==> config.mk <==
export PLATFORM = sky130hd
export DESIGN_NAME = multichannel_virtual_rate_timer
export DESIGN_NICKNAME = d
export VERILOG_FILES = /design/src/rtl/mvrt_pkg.sv /design/src/rtl/mvrt_ctrl.sv /design/src/rtl/mvrt_datapath.sv /design/src/rtl/multichannel_virtual_rate_timer.sv
export SDC_FILE = /design/constraint.sdc
export NUM_CORES = 1
export LEC_CHECK = 0
export BUFFER_PORTS_ARGS = -buffer_cell sky130_fd_sc_hd__clkbuf_2
export CAP_MARGIN = 0
export CORE_MARGIN = 5
export CORE_UTILIZATION = 45
export CTS_BUF_LIST = sky130_fd_sc_hd__clkbuf_8
export DETAILED_ROUTE_END_ITERATION = 6
export PLACE_DENSITY = 0.62
export SYNTH_ARGS = -nofsm -noshare
export SYNTH_HDL_FRONTEND = slang
export SYNTH_SLANG_ARGS = --single-unit
==> constraint.sdc <==
create_clock -name clock -period 4.3 [get_ports clock]
set_input_delay 0.86 -clock clock [delete_from_list [all_inputs] [get_ports clock]]
set_output_delay 0.86 -clock clock [all_outputs]
set_load 0.01 [all_outputs]
==> src/rtl/mvrt_pkg.sv <==
// Shared types and constants for the multichannel virtual rate timer.
package mvrt_pkg;

   localparam logic [1:0] CMD_TICK     = 2'd0;
   localparam logic [1:0] CMD_SET_RATE = 2'd1;
   localparam logic [1:0] CMD_ARM      = 2'd2;
   localparam logic [1:0] CMD_POLL     = 2'd3;

   localparam logic [7:0]         WRITE_LEN   = 8'd4;
   localparam logic signed [31:0] MIN_RATE_HZ = 32'sd2;

   // Number of log2 rate codes, and so of period residue counters.
   localparam int RATE_CODES = 16;
   localparam int MASK_W     = 8;

   typedef struct packed {
      logic [1:0]         command;
      logic [2:0]         channel;
      logic signed [31:0] rate_hz;
      logic [7:0]         byte_count;
   } req_type;

   typedef struct packed {
      logic              status;
      logic              strike_flag;
      logic [MASK_W-1:0] strike_mask;
   } rsp_type;

   typedef enum logic [1:0] {
      ST_IDLE,
      ST_DECODE,
      ST_WALK,
      ST_RESP
   } state_type;

   // Commands from the controller to the datapath.
   typedef struct packed {
      logic       capture;
      logic       decode;
      logic       walk;
      logic       advance;
      logic       respond;
      logic [2:0] walk_idx;
   } ctl_type;

   // Status from the datapath to the controller.
   typedef struct packed {
      logic is_tick;
   } sts_type;

endpackage

==> src/rtl/mvrt_ctrl.sv <==
// Controller state machine: sequences decode, the channel walk and the response.
module mvrt_ctrl
   import mvrt_pkg::*;
#(
   parameter int CHANNELS = 8
) (
   input  logic    clock,
   input  logic    reset,
   input  logic    start,
   output logic    busy,
   input  sts_type sts,
   output ctl_type ctl
);

   localparam int         NCH  = (CHANNELS < 8) ? CHANNELS : 8;
   localparam logic [2:0] LAST = 3'(NCH - 1);

   state_type  state_ff, state_in;
   logic [2:0] walk_ff, walk_in;

   always_ff @(posedge clock) begin
      if (reset) begin
         state_ff <= ST_IDLE;
         walk_ff  <= 3'd0;
      end else begin
         state_ff <= state_in;
         walk_ff  <= walk_in;
      end
   end

   always_comb begin
      state_in = state_ff;
      unique case (state_ff)
         ST_IDLE: begin
            if (start) state_in = ST_DECODE;
         end
         ST_DECODE: begin
            state_in = sts.is_tick ? ST_WALK : ST_RESP;
         end
         ST_WALK: begin
            if (walk_ff == LAST) state_in = ST_RESP;
         end
         ST_RESP: begin
            state_in = ST_IDLE;
         end
         default: state_in = ST_IDLE;
      endcase
   end

   always_comb begin
      walk_in = walk_ff;
      if (state_ff == ST_DECODE) walk_in = 3'd0;
      else if (state_ff == ST_WALK) walk_in = walk_ff + 3'd1;
   end

   always_comb begin
      ctl          = '0;
      ctl.walk_idx = walk_ff;
      busy         = 1'b1;
      unique case (state_ff)
         ST_IDLE: begin
            busy        = 1'b0;
            ctl.capture = start;
         end
         ST_DECODE: begin
            ctl.decode = 1'b1;
         end
         ST_WALK: begin
            ctl.walk    = 1'b1;
            ctl.advance = (walk_ff == LAST);
         end
         ST_RESP: begin
            ctl.respond = 1'b1;
         end
         default: busy = 1'b1;
      endcase
   end

endmodule

==> src/rtl/mvrt_datapath.sv <==
// Datapath: request register, channel state, tick counter and period residues.
module mvrt_datapath
   import mvrt_pkg::*;
#(
   parameter int CHANNELS    = 8,
   parameter int BASE_HZ     = 8192,
   parameter int MAX_RATE_HZ = 1024,
   parameter int TICK_SCALE  = 16
) (
   input  logic    clock,
   input  logic    reset,
   input  req_type req_data,
   input  ctl_type ctl,
   output sts_type sts,
   output logic    rsp_strobe,
   output rsp_type rsp_data
);

   localparam int NCH = (CHANNELS < 8) ? CHANNELS : 8;
   localparam int RW  = $clog2(BASE_HZ + 1);

   req_type           req_ff;
   logic              status_ff, status_in;
   logic [MASK_W-1:0] flags_ff, flags_in;
   logic [3:0]        rate_lg_ff [MASK_W];
   logic [3:0]        rate_lg_in [MASK_W];
   logic [31:0]       tick_count_ff, tick_count_in;
   logic              strobe_ff;
   rsp_type           rsp_ff, rsp_in;

   logic [RATE_CODES-1:0] res_zero;
   logic                  wrap;
   logic                  valid_ch;
   logic                  bad_rate;
   logic [31:0]           rate_u;
   logic [3:0]            new_lg;
   logic                  hit;

   assign sts.is_tick = (req_ff.command == CMD_TICK);
   assign valid_ch    = (int'(req_ff.channel) < NCH);
   assign rate_u      = req_ff.rate_hz;
   assign wrap        = (tick_count_ff == '1);

   always_comb begin
      bad_rate = (req_ff.byte_count != WRITE_LEN)
               || (req_ff.rate_hz < MIN_RATE_HZ)
               || (req_ff.rate_hz > signed'(32'(MAX_RATE_HZ)))
               || ((rate_u & (rate_u - 32'd1)) != 32'd0);
   end

   // The rate is a power of two by the time it is stored, so any set bit gives its log2.
   always_comb begin
      new_lg = 4'd0;
      for (int j = 0; j < RATE_CODES; j++) begin
         if (rate_u[j]) new_lg = 4'(j);
      end
   end

   assign hit = res_zero[rate_lg_ff[ctl.walk_idx]];

   always_comb begin
      status_in  = status_ff;
      flags_in   = flags_ff;
      rate_lg_in = rate_lg_ff;
      if (ctl.decode) begin
         status_in = 1'b0;
         if (req_ff.command != CMD_TICK) begin
            if (!valid_ch) begin
               status_in = 1'b1;
            end else begin
               case (req_ff.command)
                  CMD_SET_RATE: begin
                     if (bad_rate) status_in = 1'b1;
                     else rate_lg_in[req_ff.channel] = new_lg;
                  end
                  CMD_ARM: flags_in[req_ff.channel] = 1'b0;
                  default: status_in = 1'b0;
               endcase
            end
         end
      end
      if (ctl.walk && hit) flags_in[ctl.walk_idx] = 1'b1;
   end

   assign tick_count_in = ctl.advance ? tick_count_ff + 32'd1 : tick_count_ff;

   // One residue counter per rate code tracks the tick count modulo that code's period.
   for (genvar g = 0; g < RATE_CODES; g++) begin : g_res
      localparam int RAW    = (BASE_HZ >> g) / TICK_SCALE;
      localparam int PERIOD = (RAW == 0) ? 1 : RAW;
      localparam logic [RW-1:0] LAST_RES = RW'(PERIOD - 1);

      logic [RW-1:0] res_ff, res_in;

      always_comb begin
         res_in = res_ff;
         if (ctl.advance) begin
            if (wrap || res_ff == LAST_RES) res_in = '0;
            else res_in = res_ff + RW'(1);
         end
      end

      always_ff @(posedge clock) begin
         if (reset) begin
            res_ff <= '0;
         end else begin
            res_ff <= res_in;
         end
      end

      assign res_zero[g] = (res_ff == '0);
   end

   always_comb begin
      rsp_in.status      = status_ff;
      rsp_in.strike_flag = valid_ch && !status_ff && flags_ff[req_ff.channel];
      rsp_in.strike_mask = flags_ff;
   end

   always_ff @(posedge clock) begin
      if (ctl.capture) req_ff <= req_data;
      if (ctl.respond) rsp_ff <= rsp_in;
      status_ff <= status_in;
   end

   always_ff @(posedge clock) begin
      if (reset) begin
         flags_ff      <= '0;
         tick_count_ff <= '0;
         strobe_ff     <= 1'b0;
         for (int i = 0; i < MASK_W; i++) rate_lg_ff[i] <= 4'd1;
      end else begin
         flags_ff      <= flags_in;
         tick_count_ff <= tick_count_in;
         strobe_ff     <= ctl.respond;
         rate_lg_ff    <= rate_lg_in;
      end
   end

   assign rsp_strobe = strobe_ff;
   assign rsp_data   = rsp_ff;

endmodule

==> src/rtl/multichannel_virtual_rate_timer.sv <==
// Top level of the multichannel virtual rate timer.
// A tick beat goes through decode, then a walk over the min(CHANNELS, 8) channels that
// checks each channel's period residue in turn, then the response.
// Set rate, arm and poll beats go from decode straight to the response. The result
// strobe rises in the cycle after the response state, the same cycle in which busy
// falls and a new beat may start. Synchronous reset clears the tick count and flags,
// sets every channel to 2 Hz and leaves the block idle.
module multichannel_virtual_rate_timer
   import mvrt_pkg::*;
#(
   parameter int CHANNELS    = 8,
   parameter int BASE_HZ     = 8192,
   parameter int MAX_RATE_HZ = 1024,
   parameter int TICK_SCALE  = 16
) (
   input  logic    clock,
   input  logic    reset,
   input  logic    start,
   output logic    busy,
   input  req_type req_data,
   output logic    rsp_strobe,
   output rsp_type rsp_data
);

   ctl_type ctl;
   sts_type sts;

   mvrt_ctrl #(
      .CHANNELS (CHANNELS)
   ) u_ctrl (
      .clock (clock),
      .reset (reset),
      .start (start),
      .busy  (busy),
      .sts   (sts),
      .ctl   (ctl)
   );

   mvrt_datapath #(
      .CHANNELS    (CHANNELS),
      .BASE_HZ     (BASE_HZ),
      .MAX_RATE_HZ (MAX_RATE_HZ),
      .TICK_SCALE  (TICK_SCALE)
   ) u_datapath (
      .clock      (clock),
      .reset      (reset),
      .req_data   (req_data),
      .ctl        (ctl),
      .sts        (sts),
      .rsp_strobe (rsp_strobe),
      .rsp_data   (rsp_data)
   );

endmodule

# Word-level counts from Yosys, hierarchy flattened
# Index checks and enable logic that the tools add are counted.
# op_classes
add_sub_neg,19
magnitude_cmp,10
eq_ne,19
n_mux,59
bitwise_logic,7
n_reduce_logical,49
# ops
op,count
$add 14x1->14 const B,16
$logic_not 14->1,16
$mux 14,16
$mux 4,17
$add 32x1->32 const B,1
$and 32x32->32,1
$bwmux 32,1
$eq 32x32->1 const B,1
$gt 32x12->1 const B,1
$lt 32x3->1 const B,1
$mux 8,4
$reduce_bool 32->1,1
$sub 32x1->32 const B,1
$logic_or 1x1->1,19
$eq 14x1->1 const B,1
$eq 14x2->1 const B,1
$eq 14x3->1 const B,1
$eq 14x4->1 const B,1
$eq 14x5->1 const B,1
$eq 14x6->1 const B,1
$eq 14x7->1 const B,1
$eq 14x8->1 const B,1
$eq 14x9->1 const B,1
$bmux 4 s3,1
other kinds (30),57
# totals
register_bits,358
input_bits,48
wordCells,200

# Depth between registers and ports, before layout
# logic_depth
depth_word,16
depth_mapped,13

# Hierarchy
# From an unflattened synthesis, not the netlist that was laid out.
# unflattened
hier_cells,1803
hier_area_um2,16359.4
# by_module_without_submodules
mod,instances,cells_per_inst,area_each_um2,seq_area_each_um2
mvrt_datapath,1,1770,16030.4,7627.3
mvrt_ctrl,1,33,329.1,100.1

# Worst setup path after synthesis
# Ideal clock, no wire load.
# synth_timing
path_type,reg2reg
startpoint,"register u_datapath.req_ff, in the netlist u_datapath.rate_u[14]"
endpoint,register u_datapath.rate_lg_ff[0] (netlist name)
arrival_ns,2.935
required_time_ns,4.172
setup_slack_ns,1.237
path_stages_with_launch,9
n_path_buf,0
synth_period_minus_slack_ns,3.063
path_cell_list,edfxtp_1 or4_1 or4_1 a2111oi_0 nand3_1 nor4_2 nand4_1 nor3_1 a21oi_1
# synth_between
elab_chain_cells,6
elab_cells_between_ends,13
# synth_rtl
element,line_no,text
"start, declared",mvrt_datapath.sv:22,req_type req_ff;
"start signal, assigned",mvrt_datapath.sv:121,if (ctl.capture) req_ff <= req_data;
$sub 32x1->32 / $lt 32x3->1 (equally long branches),"mvrt_datapath.sv:48, mvrt_datapath.sv:46",
$and 32x32->32 / $logic_or 1x1->1 (equally long branches),"mvrt_datapath.sv:48, mvrt_datapath.sv:46",
$reduce_bool 32->1 / $logic_or 1x1->1 (equally long branches),"mvrt_datapath.sv:48, mvrt_datapath.sv:47",
$logic_or 1x1->1,mvrt_datapath.sv:48,|| ((rate_u & (rate_u - 32'd1)) != 32'd0);
$not 1->1 (no line),-,
$reduce_and 4->1 (no line),-,
"end signal, assigned",mvrt_datapath.sv:136,rate_lg_ff <= rate_lg_in;
"end, declared",mvrt_datapath.sv:25,logic [3:0] rate_lg_ff [MASK_W];
# Several ways; a longest one is shown, not always the timed one.
# A chain may end at the register's enable or synchronous reset.

# Worst setup path after layout
# layout_timing
startpoint,register u_ctrl.walk_ff[0]
endpoint,register u_datapath.g_res[5].res_ff[9]
# layout_between
elab_chain_cells,2
# layout_rtl
element,line_no,text
"start, declared",mvrt_ctrl.sv:19,"logic [2:0] walk_ff, walk_in;"
"start signal, assigned",mvrt_ctrl.sv:27,walk_ff <= walk_in;
$eq 3x3->1,mvrt_ctrl.sv:70,ctl.advance = (walk_ff == LAST);
$mux 2,mvrt_ctrl.sv:60,unique case (state_ff)
"end signal, assigned",mvrt_datapath.sv:107,res_ff <= res_in;
"end, declared",mvrt_datapath.sv:93,"logic [RW-1:0] res_ff, res_in;"
# Every way passes these cells.

==> flow_metrics.py <==
metrics = {
    "placement": {
        "gp_congestion": 0.834,
        "io_buffers": 59,
        "dp_hpwl_um": 21800,
    },
    "floorplan": {
        "core_area_sq_um": 34700,
        "initial_core_util": 0.458,
        "rows": 68,
        "ios": 60,
        "chipWidth_um": 198,
        "die_y_um": 198,
        "dieArea_sq_um": 39200,
    },
    "clock_network": {
        "post-cts-setup-buffers": 0,
        "clockBufferDepth": 3,
        "cts_buffers": 60,
        "cts_resized": 0,
        "cts_sinks": 358,
        "htree_levels": 2,
        "path_clk_slew_ps": 70,
        "clockRootBuffer": "clkbuf_8",
        "tritoncts": "yes",
        "cts_hold_buf": 0,
        "clkLatencyLatePin_ps": 660,
    },
    "finish": {
        "drive_gt1_frac": 0.105,
        "utilization": 0.519,
        "multi_input_area_sq_um": 7800,
        "area_growth_pct": 13.4,
        "regArea_sq_um": 7730,
        "n_antenna_cell": 0,
        "n_fill_cell": 3255,
        "num-nets-final": 1942,
    },
    "synth": {
        "synth_nets": 1854,
        "ys_types": 49,
        "syn_area_per_cell_sq_um": 9.00,
        "yosysSeqAreaShare": 0.486,
        "ys_seq_elements": 358,
        "synth_edf_count": 56,
        "synthArstFlopShare": 0,
        "postSynthCellCount": 1765,
        "synthesis.area_sq_um": 15900,
        "ys.flop_type": "dfxtp_1",
        "yosysWarnings": 0,
    },
    "grt": {
        "track_usage": 0.170,
        "grt_pass1_wl_um": 56600,
        "grt-ovfl-total": 0,
        "grt_pass1_vias": 11862,
        "antenna_found_initial": 1,
        "grt_max_degree": 79,
    },
    "timing": {
        "clock_skew_ps": 53.1,
        "slew_viol_final": 0,
        "worst_pin_slew_ps": 1090,
        "fmax_ghz": 0.303,
        "rsz0062_at_grt": "false",
        "relSlewSlack": 0.267,
        "min_period_over_period": 0.768,
        "period_needed_ps": 3300,
        "setup_violations": 0,
        "final_hold_viol_count": 0,
        "holdWs_ps": 378,
        "setup_tns_ps": 0,
    },
    "job": {
        "cap_violations": 0,
    },
    "run_status": {
        "status": "finished, final reports clean",
    },
    "min_path": {
        "holdCritPathClass": "in2reg",
    },
    "drt": {
        "vias_per_cell": 5.23,
        "drc_errors": 0,
        "vias": 12308,
        "drtPass1Iterations": 5,
        "ant_nets": 0,
        "top_layer_used": "met5",
        "drtIter0Drc": 633,
        "wl_met3_um": 1390,
        "met1_length_um": 15700,
        "wl_um": 32900,
        "met2_length_um": 15100,
        "routedWlPerCell_um": 14.0,
    },
    "pwr": {
        "p_leak_uw": 0.00655,
        "peakVddDrop_v": 0.000384,
        "powerDensity_nw_per_um2": 409,
    },
    "worst_setup_path": {
        "endpoint_kind": "flip-flop",
        "critPathRequiredTime_ps": 4820,
        "cp-start-kind": "flip-flop",
        "arrival_ps": 3820,
        "crit_fanout": 36,
        "path_class": "reg2reg",
    },
}
-- path summary, 6_finish.rpt --
| kind | startpoint | end | slack, ps | cells after the start |
|---|---|---|---|---|
| setup / recovery | u_ctrl.walk_ff[0] | u_datapath.g_res[5].res_ff[9] | 1000 | 9 |
| hold / removal | req_data[6] | u_datapath.req_ff[6] | 380 | 1 |
| setup reg to reg | u_ctrl.walk_ff[0] | u_datapath.g_res[5].res_ff[9] | 1000 | 9 |
| hold reg to reg | u_datapath.g_res[8].res_ff[1] | u_datapath.g_res[8].res_ff[1] | 470 | 2 |
-- power by group --
group	internal (uW)	switching, uW	leakage [uW]
clock	1800	1390	0.000702
sequential	3580	131	0.00296
combinational	165	315	0.00288
-- layout make-up --
| class | count | share of cell area |
|---|---|---|
| Tap cell | 455 | 0.0316 |
| Inverter | 44 | 0.00916 |
| Timing Repair Buffer | 83 | 0.0271 |
| Clock inverter | 32 | 0.0145 |
| Sequential cell | 358 | 0.429 |
| Clock buffer | 74 | 0.0565 |
| Multi-Input combinational cell | 1306 | 0.432 |
-- through the flow --
stage | worst slack, ps | cells | total power (uW) | area, sq um
2_1_floorplan | 1240 | 1765 | 4070 | 15900
3_3_place_gp | 1150 | 2246 | 4260 | 16700
3_5_place_dp | 998 | 2246 | 4260 | 16700
4_1_cts | 978 | 2352 | 7500 | 18000
5_1_grt | 684 | 2352 | 7720 | 18000
6_report | 999 | 2352 | 7380 | 18000
-- critical path, stage by stage, from the launching register on --
cell and delay, ps:
dfxtp_1 810, ha_1 270, ha_1 220, and2_4 370, buf_4 410, nand3_1 150, nor3_1 490, nand3_1 180
xor2_1 190, nor2_1 60
-- cells in the mapped netlist (all sizes together) (2+ instances only) --
library cell / instances / share of area
nor2: 325 / 0.077
clkbuf: 56 / 0.013
or2: 8 / 0.0031
mux4: 6 / 0.0085
xnor2: 64 / 0.035
nand4b: 2 / 0.0011
o31ai: 9 / 0.0043
o21ai: 58 / 0.018
dfxtp: 302 / 0.38
inv: 44 / 0.010
or4: 12 / 0.0057
a21oi: 50 / 0.016
nor3b: 3 / 0.0014
a31oi: 5 / 0.0020
nand2b: 7 / 0.0028
and2: 5 / 0.0020
nand2: 140 / 0.033
nor2b: 8 / 0.0031
nand3b: 2 / 0.00094
nand4: 73 / 0.029
nand3: 132 / 0.042
o211ai: 4 / 0.0019
or3: 9 / 0.0035
o22ai: 5 / 0.0020
edfxtp: 56 / 0.11
o41ai: 7 / 0.0039
nor3: 44 / 0.014
o21a: 2 / 0.00094
mux2: 6 / 0.0043
xor2: 164 / 0.090
nor4b: 12 / 0.0066
ha: 41 / 0.032
nor4: 31 / 0.013
mux2i: 7 / 0.0044
a22oi: 2 / 0.00094
and3: 42 / 0.017
and4: 10 / 0.0055
a41oi: 3 / 0.0017
-- cells in the final DEF, fill, tap and decap left out, drive strengths merged, types with 3 or more instances in the layout --
cell type / synthesis / routed
xor2: 164 / 164
mux4: 6 / 6
mux2i: 7 / 7
o211ai: 4 / 4
and4: 10 / 10
nand2: 140 / 140
and3: 42 / 42
o22ai: 5 / 5
nor4: 31 / 31
nand3: 132 / 132
clkbuf: 56 / 132
nor2b: 8 / 8
and2: 5 / 5
inv: 44 / 58
or3: 9 / 9
buf: 1 / 25
o21ai: 58 / 58
nor2: 325 / 325
nor3b: 3 / 3
xnor2: 64 / 64
clkinv: 0 / 12
ha: 41 / 41
nand4: 73 / 73
o41ai: 7 / 7
o31ai: 9 / 9
a21oi: 50 / 50
nor3: 44 / 44
nand2b: 7 / 7
bufinv: 0 / 4
or4: 12 / 12
edfxtp: 56 / 56
a41oi: 3 / 3
or2: 8 / 8
a31oi: 5 / 5
nor4b: 12 / 12
mux2: 6 / 6
dfxtp: 302 / 302
-- sequential cells by signal (all words and copies together) (netlist names) --
name	count
u_datapath.rsp_data	10
u_datapath.g_res.res_ff	224
u_datapath.rate_lg_ff	32
u_datapath.tick_count_ff	32
u_datapath.rsp_strobe	1
u_datapath.req_ff	13
u_ctrl.walk_ff	3
u_datapath.flags_ff	8
u_datapath.status_ff	1
u_datapath.rate_u	32
u_ctrl.state_ff	2
-- per-layer routing --
metal / vias to the layer above / track usage
met1: 5744 / 0.231
met3: 57 / 0.0334
met5: - / 0
met4: 2 / 0.0559
li1: 6305 / -
met2: 200 / 0.273
-- cell families (layout without fill, tap and decap cells) --
logic type / after synthesis / count (layout) / synth area share
mux: 19 / 19 / 0.0172
xor+xnor: 228 / 228 / 0.126
buf+inv: 101 / 233 / 0.0239
compound gates: 152 / 152 / 0.0551
fa+ha+maj: 41 / 41 / 0.0323
simple gates: 866 / 866 / 0.260
flops: 358 / 358 / 0.486
Power figures use the tool's default switching activity.
